$ cat src/design/mdrd_pkg.sv
`default_nettype none
package mdrd_pkg;

    localparam int unsigned LEN_W      = 21;
    localparam int unsigned VALUE_W    = 28;
    localparam int unsigned RUN_W      = 16;
    localparam int unsigned KIND_W     = 3;
    localparam int unsigned CFG_IDX_W  = 2;
    localparam int unsigned MAX_LENGTH = 1048576;

    localparam logic [LEN_W-1:0] MAX_LEN = LEN_W'(MAX_LENGTH);

    // configuration register indexes
    localparam logic [CFG_IDX_W-1:0] CFG_EXPECTED_LENGTH = 2'd0;
    localparam logic [CFG_IDX_W-1:0] CFG_HEADER_ENABLE   = 2'd1;

    // descriptor kinds
    localparam logic [KIND_W-1:0] KIND_MASTER_INDEX = 3'd0;
    localparam logic [KIND_W-1:0] KIND_KEY_ID       = 3'd1;
    localparam logic [KIND_W-1:0] KIND_LITERAL      = 3'd2;
    localparam logic [KIND_W-1:0] KIND_LIT_MASTER   = 3'd3;
    localparam logic [KIND_W-1:0] KIND_FILL_RUN     = 3'd4;
    localparam logic [KIND_W-1:0] KIND_COPY_RUN     = 3'd5;
    localparam logic [KIND_W-1:0] KIND_END          = 3'd6;

    // count byte that escapes to a 16-bit run length
    localparam logic [7:0] ESC_COUNT = 8'h86;

    typedef struct packed {
        logic [KIND_W-1:0]  kind;
        logic [VALUE_W-1:0] value;
        logic [RUN_W-1:0]   run_length;
        logic               done_res;
        logic               missing_end;
    } t_desc;

endpackage
`default_nettype wire

$ cat src/design/mdrd_in_if.sv
`default_nettype none
interface mdrd_in_if;
    logic       valid;
    logic       ready;
    logic [7:0] stream_byte;

    modport source (output valid, output stream_byte, input ready);
    modport sink   (input valid, input stream_byte, output ready);
endinterface
`default_nettype wire

$ cat src/design/mdrd_out_if.sv
`default_nettype none
interface mdrd_out_if;
    logic                           valid;
    logic                           ready;
    logic [mdrd_pkg::KIND_W-1:0]    kind;
    logic [mdrd_pkg::VALUE_W-1:0]   value;
    logic [mdrd_pkg::RUN_W-1:0]     run_length;
    logic [mdrd_pkg::LEN_W-1:0]     position;
    logic                           done_res;
    logic                           missing_end;

    modport source (output valid, output kind, output value, output run_length,
                    output position, output done_res, output missing_end,
                    input ready);
    modport sink   (input valid, input kind, input value, input run_length,
                    input position, input done_res, input missing_end,
                    output ready);
endinterface
`default_nettype wire

$ cat src/design/mdrd_front.sv
`default_nettype none
module mdrd_front (
    input  wire logic                              i_clk,
    input  wire logic                              i_rst_n,
    input  wire logic                              i_cfg_we,
    input  wire logic [mdrd_pkg::CFG_IDX_W-1:0]    i_cfg_index,
    input  wire logic [mdrd_pkg::LEN_W-1:0]        i_cfg_data,
    mdrd_in_if.sink                                i_in,
    input  wire logic                              i_full,
    output logic                                   o_push,
    output mdrd_pkg::t_desc                        o_desc
);

    localparam logic [2:0] PH_START     = 3'd0;
    localparam logic [2:0] PH_NUM_FIRST = 3'd1;
    localparam logic [2:0] PH_NUM_MORE  = 3'd2;
    localparam logic [2:0] PH_COUNT     = 3'd3;
    localparam logic [2:0] PH_LITERAL   = 3'd4;
    localparam logic [2:0] PH_ESC_LO    = 3'd5;
    localparam logic [2:0] PH_ESC_HI    = 3'd6;
    localparam logic [2:0] PH_FILL      = 3'd7;

    logic [mdrd_pkg::LEN_W-1:0]   r_exp_len;
    logic                         r_hdr_en;
    logic [2:0]                   r_ph, n_ph;
    logic [mdrd_pkg::LEN_W-1:0]   r_rem, n_rem;
    logic [6:0]                   r_lit, n_lit;
    logic [2:0]                   r_left, n_left;
    logic [mdrd_pkg::VALUE_W-1:0] r_acc, n_acc;
    logic                         r_hsec, n_hsec;
    logic [mdrd_pkg::RUN_W-1:0]   r_esc, n_esc;

    logic                         w_take;
    logic [7:0]                   w_b;
    logic                         w_start;
    logic [2:0]                   w_ph;
    logic [mdrd_pkg::LEN_W-1:0]   w_sat;
    logic [mdrd_pkg::LEN_W-1:0]   w_rem;
    logic                         w_hsec;
    logic [mdrd_pkg::VALUE_W-1:0] w_acc;
    logic [mdrd_pkg::VALUE_W-1:0] w_acc_shift;
    logic [6:0]                   w_lit_n;
    logic                         w_clip;
    logic [mdrd_pkg::RUN_W-1:0]   w_len;
    logic [mdrd_pkg::LEN_W-1:0]   w_rem_fill;
    logic [6:0]                   w_lit_dec;
    mdrd_pkg::t_desc              w_desc;
    logic                         w_push;

    assign i_in.ready = !i_full;
    assign w_take     = i_in.valid && !i_full;
    assign w_b        = i_in.stream_byte;

    // a new sequence reloads the length and header choice
    assign w_sat   = (r_exp_len > mdrd_pkg::MAX_LEN) ? mdrd_pkg::MAX_LEN : r_exp_len;
    assign w_start = (r_ph == PH_START);
    assign w_ph    = w_start ? (r_hdr_en ? PH_NUM_FIRST : PH_COUNT) : r_ph;
    assign w_rem   = w_start ? w_sat : r_rem;
    assign w_hsec  = w_start ? 1'b0 : r_hsec;
    assign w_acc   = w_start ? '0 : r_acc;

    assign w_acc_shift = {w_acc[mdrd_pkg::VALUE_W-9:0], w_b};

    assign w_lit_n = ({14'd0, w_b[6:0]} > w_rem) ? w_rem[6:0] : w_b[6:0];

    assign w_clip     = ({5'd0, r_esc} > w_rem);
    assign w_len      = w_clip ? w_rem[mdrd_pkg::RUN_W-1:0] : r_esc;
    assign w_rem_fill = w_rem - {5'd0, w_len};
    assign w_lit_dec  = r_lit - 7'd1;

    always_comb begin
        n_ph   = r_ph;
        n_rem  = r_rem;
        n_lit  = r_lit;
        n_left = r_left;
        n_acc  = r_acc;
        n_hsec = r_hsec;
        n_esc  = r_esc;
        w_push = 1'b0;
        w_desc = '0;
        if (w_take) begin
            n_ph   = w_ph;
            n_rem  = w_rem;
            n_hsec = w_hsec;
            n_acc  = w_acc;
            case (w_ph)
                PH_NUM_FIRST: begin
                    if (!w_b[7]) begin
                        w_push           = 1'b1;
                        w_desc.kind      = w_hsec ? mdrd_pkg::KIND_KEY_ID
                                                  : mdrd_pkg::KIND_MASTER_INDEX;
                        w_desc.value     = {20'd0, w_b};
                        n_acc            = '0;
                        n_left           = 3'd0;
                        n_hsec           = !w_hsec;
                        n_ph             = w_hsec ? PH_COUNT : PH_NUM_FIRST;
                    end else begin
                        n_ph = PH_NUM_MORE;
                        if (!w_b[6]) begin
                            n_acc  = {22'd0, w_b[5:0]};
                            n_left = 3'd1;
                        end else if (!w_b[5]) begin
                            n_acc  = {23'd0, w_b[4:0]};
                            n_left = 3'd2;
                        end else if (!w_b[4]) begin
                            n_acc  = {24'd0, w_b[3:0]};
                            n_left = 3'd3;
                        end else begin
                            n_acc  = '0;
                            n_left = 3'd4;
                        end
                    end
                end
                PH_NUM_MORE: begin
                    n_acc  = w_acc_shift;
                    n_left = r_left - 3'd1;
                    if (r_left == 3'd1) begin
                        w_push       = 1'b1;
                        w_desc.kind  = w_hsec ? mdrd_pkg::KIND_KEY_ID
                                              : mdrd_pkg::KIND_MASTER_INDEX;
                        w_desc.value = w_acc_shift;
                        n_acc        = '0;
                        n_hsec       = !w_hsec;
                        n_ph         = w_hsec ? PH_COUNT : PH_NUM_FIRST;
                    end
                end
                PH_COUNT: begin
                    if (w_b == 8'd0 || w_rem == '0) begin
                        w_push          = 1'b1;
                        w_desc.kind     = mdrd_pkg::KIND_END;
                        w_desc.done_res = 1'b1;
                        n_ph            = PH_START;
                        n_lit           = '0;
                        n_left          = '0;
                        n_acc           = '0;
                        n_hsec          = 1'b0;
                        n_esc           = '0;
                    end else if (!w_b[7]) begin
                        n_rem = w_rem - {14'd0, w_lit_n};
                        n_lit = w_lit_n;
                        n_ph  = PH_LITERAL;
                    end else if (w_b == mdrd_pkg::ESC_COUNT) begin
                        n_esc = '0;
                        n_ph  = PH_ESC_LO;
                    end else begin
                        n_esc = mdrd_pkg::RUN_W'(9'd256 - {1'b0, w_b});
                        n_ph  = PH_FILL;
                    end
                end
                PH_LITERAL: begin
                    w_push            = 1'b1;
                    w_desc.kind       = (w_b == 8'd0) ? mdrd_pkg::KIND_LIT_MASTER
                                                      : mdrd_pkg::KIND_LITERAL;
                    w_desc.value      = {20'd0, w_b};
                    w_desc.run_length = 16'd1;
                    n_lit             = w_lit_dec;
                    if (w_lit_dec == '0) begin
                        if (w_rem == '0) begin
                            w_desc.done_res = 1'b1;
                            n_ph            = PH_START;
                            n_left          = '0;
                            n_acc           = '0;
                            n_hsec          = 1'b0;
                            n_esc           = '0;
                        end else begin
                            n_ph = PH_COUNT;
                        end
                    end
                end
                PH_ESC_LO: begin
                    n_esc = {8'd0, w_b};
                    n_ph  = PH_ESC_HI;
                end
                PH_ESC_HI: begin
                    n_esc = {w_b, r_esc[7:0]};
                    n_ph  = PH_FILL;
                end
                default: begin
                    w_push             = 1'b1;
                    w_desc.kind        = (w_b == 8'd0) ? mdrd_pkg::KIND_COPY_RUN
                                                       : mdrd_pkg::KIND_FILL_RUN;
                    w_desc.value       = {20'd0, w_b};
                    w_desc.run_length  = w_len;
                    w_desc.missing_end = w_clip;
                    n_rem              = w_rem_fill;
                    n_esc              = '0;
                    if (w_rem_fill == '0) begin
                        w_desc.done_res = 1'b1;
                        n_ph            = PH_START;
                        n_lit           = '0;
                        n_left          = '0;
                        n_acc           = '0;
                        n_hsec          = 1'b0;
                    end else begin
                        n_ph = PH_COUNT;
                    end
                end
            endcase
        end
    end

    assign o_push = w_push;
    assign o_desc = w_desc;

    always_ff @(posedge i_clk) begin
        if (!i_rst_n) begin
            r_exp_len <= 21'd1;
            r_hdr_en  <= 1'b1;
            r_ph      <= PH_START;
            r_rem     <= 21'd1;
            r_lit     <= '0;
            r_left    <= '0;
            r_acc     <= '0;
            r_hsec    <= 1'b0;
            r_esc     <= '0;
        end else begin
            if (i_cfg_we && i_cfg_index == mdrd_pkg::CFG_EXPECTED_LENGTH) begin
                r_exp_len <= i_cfg_data;
            end
            if (i_cfg_we && i_cfg_index == mdrd_pkg::CFG_HEADER_ENABLE) begin
                r_hdr_en <= i_cfg_data[0];
            end
            r_ph   <= n_ph;
            r_rem  <= n_rem;
            r_lit  <= n_lit;
            r_left <= n_left;
            r_acc  <= n_acc;
            r_hsec <= n_hsec;
            r_esc  <= n_esc;
        end
    end

endmodule
`default_nettype wire

$ cat src/design/mdrd_queue.sv
`default_nettype none
module mdrd_queue (
    input  wire logic            i_clk,
    input  wire logic            i_rst_n,
    input  wire logic            i_push,
    input  wire mdrd_pkg::t_desc i_desc,
    output logic                 o_full,
    input  wire logic            i_pop,
    output logic                 o_valid,
    output mdrd_pkg::t_desc      o_desc
);

    mdrd_pkg::t_desc r_mem [2];
    logic            r_wr_ptr;
    logic            r_rd_ptr;
    logic [1:0]      r_cnt;
    logic            w_wr;
    logic            w_rd;

    assign o_full  = (r_cnt == 2'd2);
    assign o_valid = (r_cnt != 2'd0);
    assign o_desc  = r_mem[r_rd_ptr];
    assign w_wr    = i_push && !o_full;
    assign w_rd    = i_pop && o_valid;

    always_ff @(posedge i_clk) begin
        if (w_wr) begin
            r_mem[r_wr_ptr] <= i_desc;
        end
    end

    always_ff @(posedge i_clk) begin
        if (!i_rst_n) begin
            r_wr_ptr <= 1'b0;
            r_rd_ptr <= 1'b0;
            r_cnt    <= 2'd0;
        end else begin
            if (w_wr) begin
                r_wr_ptr <= !r_wr_ptr;
            end
            if (w_rd) begin
                r_rd_ptr <= !r_rd_ptr;
            end
            r_cnt <= r_cnt + {1'b0, w_wr} - {1'b0, w_rd};
        end
    end

endmodule
`default_nettype wire

$ cat src/design/mdrd_back.sv
`default_nettype none
module mdrd_back (
    input  wire logic            i_clk,
    input  wire logic            i_rst_n,
    input  wire logic            i_valid,
    input  wire mdrd_pkg::t_desc i_desc,
    output logic                 o_pop,
    mdrd_out_if.source           o_out
);

    logic                          r_valid;
    mdrd_pkg::t_desc               r_desc;
    logic [mdrd_pkg::LEN_W-1:0]    r_pos;
    logic [mdrd_pkg::LEN_W-1:0]    r_acc_pos;
    logic                          w_load;

    // take the next descriptor when the output register is free or drains
    assign w_load = i_valid && (!r_valid || o_out.ready);
    assign o_pop  = w_load;

    always_ff @(posedge i_clk) begin
        if (w_load) begin
            r_desc <= i_desc;
            r_pos  <= r_acc_pos;
        end
    end

    always_ff @(posedge i_clk) begin
        if (!i_rst_n) begin
            r_valid   <= 1'b0;
            r_acc_pos <= '0;
        end else begin
            if (w_load) begin
                r_valid   <= 1'b1;
                r_acc_pos <= i_desc.done_res ? '0
                           : r_acc_pos + {5'd0, i_desc.run_length};
            end else if (o_out.ready) begin
                r_valid <= 1'b0;
            end
        end
    end

    assign o_out.valid       = r_valid;
    assign o_out.kind        = r_desc.kind;
    assign o_out.value       = r_desc.value;
    assign o_out.run_length  = r_desc.run_length;
    assign o_out.position    = r_pos;
    assign o_out.done_res    = r_desc.done_res;
    assign o_out.missing_end = r_desc.missing_end;

endmodule
`default_nettype wire

$ cat src/design/master_delta_rle_decoder.sv
// master-delta run-length decoder, descriptor side
//
// i_in carries one compressed byte per transfer (valid/ready). o_out carries
// one descriptor per transfer: kind, value, run_length, position, done_res
// and missing_end. a byte yields zero or one descriptor.
// the config port writes expected_length (index 0) and header_enable
// (index 1) on any edge with i_cfg_we high; write it only while idle.
// both are sampled when the first byte of a sequence arrives.
// throughput: one byte per cycle while the queue is not full, set by the
// decode state update in the front section. a descriptor reaches o_out
// from the front through the two-entry descriptor queue and then the
// output register.
// when the receiver stalls, the output register holds, the queue fills,
// and i_in.ready drops once the queue holds two descriptors.
// synchronous active-low reset empties queue and output, restores
// expected_length = 1 and header_enable = 1, and starts a new sequence.
`default_nettype none
module master_delta_rle_decoder (
    input  wire logic                              i_clk,
    input  wire logic                              i_rst_n,
    input  wire logic                              i_cfg_we,
    input  wire logic [mdrd_pkg::CFG_IDX_W-1:0]    i_cfg_index,
    input  wire logic [mdrd_pkg::LEN_W-1:0]        i_cfg_data,
    mdrd_in_if.sink                                i_in,
    mdrd_out_if.source                             o_out
);

    // front to queue
    logic            w_push;
    mdrd_pkg::t_desc w_push_desc;
    logic            w_full;
    // queue to back
    logic            w_q_valid;
    mdrd_pkg::t_desc w_q_desc;
    logic            w_pop;

    // byte decode, header numbers, counts and remaining length
    mdrd_front u_front (
        .i_clk       (i_clk),
        .i_rst_n     (i_rst_n),
        .i_cfg_we    (i_cfg_we),
        .i_cfg_index (i_cfg_index),
        .i_cfg_data  (i_cfg_data),
        .i_in        (i_in),
        .i_full      (w_full),
        .o_push      (w_push),
        .o_desc      (w_push_desc)
    );

    // short descriptor queue so each side can stall on its own
    mdrd_queue u_queue (
        .i_clk   (i_clk),
        .i_rst_n (i_rst_n),
        .i_push  (w_push),
        .i_desc  (w_push_desc),
        .o_full  (w_full),
        .i_pop   (w_pop),
        .o_valid (w_q_valid),
        .o_desc  (w_q_desc)
    );

    // position tracking and the registered output
    mdrd_back u_back (
        .i_clk   (i_clk),
        .i_rst_n (i_rst_n),
        .i_valid (w_q_valid),
        .i_desc  (w_q_desc),
        .o_pop   (w_pop),
        .o_out   (o_out)
    );

endmodule
`default_nettype wire

$ cat src/flat_wrapper.sv
// flat-port wrapper written by rule: the top's interface ports become plain ports
module master_delta_rle_decoder_flat 
  (i_clk, i_rst_n, i_cfg_we, i_cfg_index, i_cfg_data, i_in_valid, i_in_stream_byte, i_in_ready, o_out_valid, o_out_kind, o_out_value, o_out_run_length, o_out_position, o_out_done_res, o_out_missing_end, o_out_ready);
  mdrd_in_if i_in_i ();
  mdrd_out_if o_out_i ();
  input  wire logic i_clk;
  input  wire logic i_rst_n;
  input  wire logic i_cfg_we;
  input  wire logic [mdrd_pkg::CFG_IDX_W-1:0] i_cfg_index;
  input  wire logic [mdrd_pkg::LEN_W-1:0] i_cfg_data;
  input wire logic [$bits(i_in_i.valid)-1:0] i_in_valid;
  input wire logic [$bits(i_in_i.stream_byte)-1:0] i_in_stream_byte;
  output wire logic [$bits(i_in_i.ready)-1:0] i_in_ready;
  output wire logic [$bits(o_out_i.valid)-1:0] o_out_valid;
  output wire logic [$bits(o_out_i.kind)-1:0] o_out_kind;
  output wire logic [$bits(o_out_i.value)-1:0] o_out_value;
  output wire logic [$bits(o_out_i.run_length)-1:0] o_out_run_length;
  output wire logic [$bits(o_out_i.position)-1:0] o_out_position;
  output wire logic [$bits(o_out_i.done_res)-1:0] o_out_done_res;
  output wire logic [$bits(o_out_i.missing_end)-1:0] o_out_missing_end;
  input wire logic [$bits(o_out_i.ready)-1:0] o_out_ready;
  assign i_in_i.valid = i_in_valid;
  assign i_in_i.stream_byte = i_in_stream_byte;
  assign i_in_ready = i_in_i.ready;
  assign o_out_valid = o_out_i.valid;
  assign o_out_kind = o_out_i.kind;
  assign o_out_value = o_out_i.value;
  assign o_out_run_length = o_out_i.run_length;
  assign o_out_position = o_out_i.position;
  assign o_out_done_res = o_out_i.done_res;
  assign o_out_missing_end = o_out_i.missing_end;
  assign o_out_i.ready = o_out_ready;
  master_delta_rle_decoder u_core (.i_clk(i_clk), .i_rst_n(i_rst_n), .i_cfg_we(i_cfg_we), .i_cfg_index(i_cfg_index), .i_cfg_data(i_cfg_data), .i_in(i_in_i), .o_out(o_out_i));
endmodule
$ cat config.mk
export PLATFORM = sky130hd
export DESIGN_NAME = master_delta_rle_decoder_flat
export DESIGN_NICKNAME = d
export VERILOG_FILES = /design/src/design/mdrd_pkg.sv /design/src/design/mdrd_in_if.sv /design/src/design/mdrd_out_if.sv /design/src/design/mdrd_front.sv /design/src/design/mdrd_queue.sv /design/src/design/mdrd_back.sv /design/src/design/master_delta_rle_decoder.sv /design/src/flat_wrapper.sv
export SDC_FILE = /design/constraint.sdc
export NUM_CORES = 1
export LEC_CHECK = 0
export ABC_AREA = 0
export CAP_MARGIN = 10
export CELL_PAD_IN_SITES_DETAIL_PLACEMENT = 1
export CELL_PAD_IN_SITES_GLOBAL_PLACEMENT = 1
export CORE_ASPECT_RATIO = 1.5
export CORE_MARGIN = 3
export CORE_UTILIZATION = 51
export DETAILED_ROUTE_END_ITERATION = 16
export DONT_BUFFER_PORTS = 1
export PLACE_DENSITY_LB_ADDON = 0.15
export SYNTH_ARGS = -nofsm -noshare
export SYNTH_HDL_FRONTEND = slang
export SYNTH_HIERARCHICAL = 1
export SYNTH_SLANG_ARGS = --single-unit
export TNS_END_PERCENT = 10
$ cat constraint.sdc
create_clock -name i_clk -period 7.95 [get_ports i_clk]
set_input_delay 1.59 -clock i_clk [delete_from_list [all_inputs] [get_ports i_clk]]
set_output_delay 1.59 -clock i_clk [all_outputs]
set_load 0.005 [all_outputs]
* After elaboration in Yosys (flattened, before gate mapping)
Memory sizes are Yosys's and may differ from the RTL's. A register that Yosys moved wholly into a read port is not among the register bits.
Cells that the tools add are included.
** Storage, ports and cells
- Register bits after elaboration :: 197
- Latch bits :: 0
- Bits in writable memories :: 98
- Bits in read-only memories :: 0
- Input port bits :: 36
- Output and inout bits :: 72
- Logic and storage cells :: 170
- Memories kept :: 1
** Memories
- u_core.u_queue.r_mem :: depth 2, bits a word 49, read ports 1, clocked after Yosys merged registers in 1, wr ports 1, line mdrd_queue.sv:13 : mdrd_pkg::t_desc r_mem [2];
** Operators by class
- Add/sub/neg operators :: 8
- Multipliers :: 0
- Div/mod/pow operators :: 0
- Magnitude comparators :: 3
- Equal/unequal tests :: 15
- Shift-type cells :: 0
- Mux-type cells :: 84
- Bitwise operators :: 4
- Reductions and logical operators :: 34
** Operator list (number)
- 28-bit 2-to-1 mux :: 6
- 28-bit case mux with 5 select lines :: 1
- 21-bit 2-to-1 mux :: 5
- 16-bit 2-to-1 mux :: 6
- 28-bit case mux with 3 select lines :: 1
- 16-bit case mux with 5 select lines :: 1
- 29-bit 2-to-1 mux :: 2
- 49-bit 2-to-1 mux :: 1
- 21-bit zero test :: 2
- 21-bit case mux with 2 select lines :: 1
- 3-bit 2-to-1 mux :: 13
- 16-bit case mux with 2 select lines :: 1
- 3-bit case mux with 5 select lines :: 2
- 7-bit 2-to-1 mux :: 4
- 1-bit 2-to-1 mux :: 24
- 21-bit by 16-bit adder with 21-bit output :: 1
- 16-bit by 21-bit > comparator with 1-bit output :: 1
- 21-bit > comparator (second input constant) :: 1
- 7-bit by 21-bit > comparator with 1-bit output :: 1
- 7-bit case mux with 3 select lines :: 1
- 21-bit by 16-bit subtractor with 21-bit output :: 1
- 21-bit by 7-bit subtractor with 21-bit output :: 1
- 3-bit case mux with 6 select lines :: 1
- 2-bit 2-to-1 mux :: 7
- 38 further kinds :: 63

* Longest topological paths before layout
- Depth in word-level cells :: 11
- Depth in mapped cells :: 31
- Mapped depth without buffers :: 26

* By module
Netlist, hierarchy kept.
** By module, submodules not included
- mdrd_front :: instances 1, cells an instance 1090, area each 7892.6 um^2, seq. area each 1861.8 um^2
- mdrd_back :: instances 1, cells an instance 292, area each 3923.8 um^2, seq. area each 2542.4 um^2
- mdrd_queue :: instances 1, cells an instance 178, area each 3814.9 um^2, seq. area each 3042.9 um^2

* Least setup slack after synthesis
Ideal clock, no wire load.
- Kind :: register to register
- Start point :: reg u_core.u_front.r_ph[1]
- End point :: reg u_core.u_front.r_lit[2]
- Setup time :: 92 ps
- Arrival :: 7016 ps
- Data required time :: 7858 ps
- Setup slack :: 841 ps
- Stages on the path, launching flop included :: 32
- Buffers on the path :: 8
- Period minus slack after synthesis :: 7109 ps
- Cell sequence :: dfxtp_1 buf_6 or3_1 buf_6 clkbuf_1 clkbuf_1 nor2_1 a22o_1 inv_1 ha_1 nor2b_1 o21a_1 o21a_1 o21a_1 o21ai_0 a31o_2 a211oi_1 buf_1 buf_2 mux2i_1 ha_1 a21oi_1 o21ai_0 a211oi_1 a21oi_1 or3_1 a211o_1 or4_4 buf_6 a21bo_1 buf_6 o32ai_1
** Between the ends
- Word-level cells in the longest chain between the ends :: 8
- Elaborated cells on any way between the ends :: 25
- Those cells by class :: add/sub: 1; order compare: 2; eq/ne: 7; mux: 7; bitwise: 1; reduce/logical: 7
** Ends and longest elaborated chain
- from (decl) :: line mdrd_front.sv:25 : logic [2:0] r_ph, n_ph;
- from (signal assigned) :: line mdrd_front.sv:223 : r_ph <= n_ph;
- 3-bit zero test :: line mdrd_front.sv:56 : assign w_start = (r_ph == PH_START);
- 21-bit 2-to-1 mux :: line mdrd_front.sv:58 : assign w_rem = w_start ? w_sat : r_rem;
- 16-bit by 21-bit > comparator with 1-bit output :: line mdrd_front.sv:66 : assign w_clip = ({5'd0, r_esc} > w_rem);
- 16-bit 2-to-1 mux :: line mdrd_front.sv:67 : assign w_len = w_clip ? w_rem[mdrd_pkg::RUN_W-1:0] : r_esc;
- 21-bit by 16-bit subtractor with 21-bit output :: line mdrd_front.sv:68 : assign w_rem_fill = w_rem - {5'd0, w_len};
- 21-bit zero test :: line mdrd_front.sv:187 : if (w_rem_fill == '0) begin
- 3-bit nonzero test (no line)
- 4-bit AND reduction (no line)
- to (signal assigned) :: line mdrd_front.sv:225 : r_lit <= n_lit;
- to (decl) :: line mdrd_front.sv:27 : logic [6:0] r_lit, n_lit;
Several ways; a longest one is shown, not always the timed one. The select of a mux whose other input is x is not followed.
A chain may end at the register's enable or synchronous reset.

* Final worst setup path
- Start point :: reg u_core/u_front/r_exp_len[3] (netlist bit)
- End point :: reg u_core/u_front/r_acc[16] (netlist bit)
** Between the ends
- Word-level cells in the longest chain between the ends :: 9
- Elaborated cells on any way between the ends :: 14
- Those cells by class :: add/sub: 1; order compare: 2; mux: 8; reduce/logical: 3
** Ends and longest elaborated chain
- from (decl) :: line mdrd_front.sv:23 : logic [mdrd_pkg::LEN_W-1:0] r_exp_len;
- from (signal assigned) :: line mdrd_front.sv:218 : r_exp_len <= i_cfg_data;
- 21-bit > comparator :: line mdrd_front.sv:55 : assign w_sat = (r_exp_len > mdrd_pkg::MAX_LEN) ? mdrd_pkg::MAX_LEN : r_exp_len;
- 21-bit 2-to-1 mux (*) :: line mdrd_front.sv:55
- 21-bit 2-to-1 mux (*) :: line mdrd_front.sv:58
- 16-bit by 21-bit > comparator with 1-bit output :: line mdrd_front.sv:66
- 16-bit 2-to-1 mux :: line mdrd_front.sv:67
- 21-bit by 16-bit subtractor with 21-bit output :: line mdrd_front.sv:68
- 21-bit zero test :: line mdrd_front.sv:187
- 28-bit 2-to-1 mux :: line mdrd_front.sv:187
- 28-bit case mux with 5 select lines (*) :: line mdrd_front.sv:86 : case (w_ph)
- to (signal assigned) :: line mdrd_front.sv:227 : r_acc <= n_acc;
- to (decl) :: line mdrd_front.sv:29 : logic [mdrd_pkg::VALUE_W-1:0] r_acc, n_acc;
Every way passes the cells marked *; elsewhere a longest branch is shown, timed or not.

==> reports/qor.txt <==
Outcome: finished clean
Endpoint class of the critical path: register
Core area: 29,870 um^2
Min Tclk post-route: 7514 ps
Net Count, Synth: 1,675
Final period utilization: 0.9452
Largest net degree at the start of global routing: 86
Synth Warn #: 6
Synth Area in Compound Gates: 0.1647
Fmax: 133.1 MHz
First-pass GRT wire length: 77,600 um
Register area share after synthesis: 0.4764
Slowest CP cell: or4_4
Clock slew at reported path FFs: 60 ps
Port bufs: 0
Crit. path cell count: 28
H-Tree Depth: 1
Remaining DRCs: 0
Hold depth: 2
Root Buffer: clkbuf_16
Cell count after synthesis: 1,560
Routed Wire Length: 50,100 um
Critical path class: register to register
Post-synth top cells: 179 x nand2_1, 168 x edfxtp_1, 120 x dfxtp_1
NumNets Final: 1,672
Vias: 12,540
Tot GR Track Use: 0.3029
Post-synthesis cell type count: 95
Post-synth EDFFs: 168
Setup TNS: 0 ps
Area grow syn2layout: 10.48%
CTS tree: built
Synth area leader: edfxtp_1
Rows: 77
Fin. max-slew vios: 0
CTS max path bufs: 3
Simple-gate portion of the synthesized area: 0.1727
Final setup fails: 0
Worst-margin pin slew: 1209 ps
Grt total ovfl: 0
DRT antenna net count: 0
Synth top area share: 0.3227
Clock sink total: 288
Pwr Total: 5.930 mW
Area after DPL: 16,090 um^2
Post-synthesis cell area: 15,630 um^2
CTS Buf Count: 29
DRT iter0 DRCs: 778
DR vias/cell: 6.347
Vias in the first global route: 13,310
Post-synthesis mux area share: 0.06420
Pre-antenna DRT Iters: 5
Routability congestion estimate: 0.9725
RSZ-0062 raised after global routing: no
Hold Path Class: register to register
Asr flop ratio synth: 0
Clk_skew: 15.01 ps
Syn_area_per_cell: 10.02 um^2
Hold_ws: 464.7 ps
Max-cap violations: 0
Clk Latency, worst-skew pair: 570 ps
Highest fanout seen on the critical path: 20
DIE HEIGHT: 220.4 um
Leakage: 6.319 nW
Count leader, synth: nand2_1
Share of cells above drive strength 1: 0.1203
Die ar.: 32,830 um^2
R2R depth: 28
Dpl hpwl: 35,840 um
Cts hold-fix bufs: 0
Leading post-synthesis cells by cell area: edfxtp_1 32%, dfxtp_1 15%, ha_1 6.1%, nand2_1 4.3%, a21oi_1 3.2%
Initial antenna violation count: 0
Largest family of logic cells by synthesized area: simple AND/OR/NAND/NOR gates
Post-Synth Adder-Cell Area: 0.06468
Delay of the slowest critical-path stage: 590 ps
Worst Path Required: 8380 ps
Routed len/inst: 25.37 um
Worst vdd ir: 216.9 uV
Crit path buffers/inverters: 5
Xor/xnor share of the synthesized area: 0.02073
Post-route cell area: 17,270 um^2
Final Hold Fails: 0
Family with the most delay on the worst path: compound AO/OA/AOI/OAI gates
Antenna Cells: 0
CP startpoint kind: register
Ports: 108
Post-synth top flop: edfxtp_1
Seq cells post-synth: 288
Die width: 148.9 um
Starting Density: 0.5234
Signal arrival time at the worst endpoint: 7950 ps
Pwr dens: 343.4 nW/um^2
Slew HR: 0.1874
-- worst min-delay path, stage by stage (launching register included) --
cell and delay [ps]:
dfxtp_1 310, nand2_1 50, mux2i_1 60
-- stage by stage --
| step | util | setup slack [ps] | cells |
|---|---|---|---|
| finish | 0.5782 | 435.9 | 1975 |
| global placement | 0.5389 | 249.6 | 1916 |
| CTS | 0.5758 | 98.42 | 1970 |
| detailed placement | 0.5389 | 21.06 | 1916 |
| floorplan | - | 841.4 | 1560 |
| global route | 0.5782 | 26.76 | 1975 |
-- area by class of cell --
class	count	area, um^2
multi-input cells	1139	7675
repair buffers	44	342.8
fillers	3263	12600
clock buffers	31	743.2
flip-flops and latches	288	7448
well taps	395	494.2
inverters	55	207.7
clock inverters	23	357.8
-- sequential cells by signal (all words and copies together) (netlist names), 2 cells and up, named ones only --
name and count:
u_core/u_front/r_acc 20, u_core/u_back/o_out.run_length 16, u_core/u_front/r_esc 16, u_core/u_front/r_exp_len 21
u_core/u_back/o_out.position 21, u_core/u_back/o_out.kind 3, u_core/u_front/r_lit 7, u_core/u_front/r_left 3
u_core/u_front/r_ph 3, u_core/u_back/o_out.value 28, u_core/u_queue/r_mem 98, u_core/u_queue/r_cnt 2
u_core/u_front/r_rem 21, u_core/u_back/r_acc_pos 21
-- repair_timing --
item,in CTS,in global routing
endpoints found under the setup margin,12,33
resized for setup,1,6
pin swaps,1,1
buffers inserted,0,5
-- cells in the final DEF (no fill, tap or decap), types with 8 or more instances in the layout --
cell	netlist	layout
nand3_1	41	41
nor3_1	40	39
nand2b_1	23	23
nand2_1	179	179
or3_1	11	11
dfxtp_1	120	119
o32ai_1	8	8
mux2i_1	38	37
inv_1	52	52
nand4_1	17	17
nor4_1	14	14
and3_1	10	9
o21ai_0	80	79
a31oi_1	9	9
bufinv_16	0	8
xnor2_1	28	28
o22ai_1	12	12
o211ai_1	15	15
edfxtp_1	168	168
and2_1	34	34
ha_1	76	76
or4_1	8	8
mux2_4	10	10
a211oi_1	15	13
buf_4	3	43
mux2_2	41	41
o21a_1	24	24
a21o_1	15	15
nor2_1	118	116
xor2_1	9	9
a21oi_1	99	99
nor2b_1	20	19
clkbuf_16	0	29
-- worst paths after layout --
check | start | endpoint | slack (ps)
setup / recovery | u_core/u_front/r_exp_len[3] | u_core/u_front/r_acc[16] | 440
hold / removal | u_core/u_front/r_left[1] | u_core/u_front/r_left[1] | 460
setup reg to reg | u_core/u_front/r_exp_len[3] | u_core/u_front/r_acc[16] | 440
hold reg to reg | u_core/u_front/r_left[1] | u_core/u_front/r_left[1] | 460
-- where the power goes --
group          switching [mW]  leakage (nW)  total (mW)  internal [mW]
clock                   0.632         0.525        1.58          0.950
sequential              0.185          2.52        2.15           1.96
combinational            1.39          3.28        2.20          0.814
-- per-layer routing --
| layer | GRT usage | share of wire | up-vias |
|---|---|---|---|
| li1 | - | - | 5754 |
| met1 | 0.3451 | 0.39 | 6308 |
| met2 | 0.5620 | 0.52 | 352 |
| met3 | 0.02971 | 0.038 | 122 |
| met4 | 0.1502 | 0.056 | 0 |
| met5 | 0 | 0 | - |
-- logic make-up (layout without fill, tap and decap cells) --
kind of cell,after synthesis,in the layout
compound gates,382,382
xor+xnor,37,37
fa+ha+maj,79,79
buf+inv,133,153
flops,288,288
mux,90,90
simple gates,551,551
Note: power is estimated with default switching activity, not from simulation.
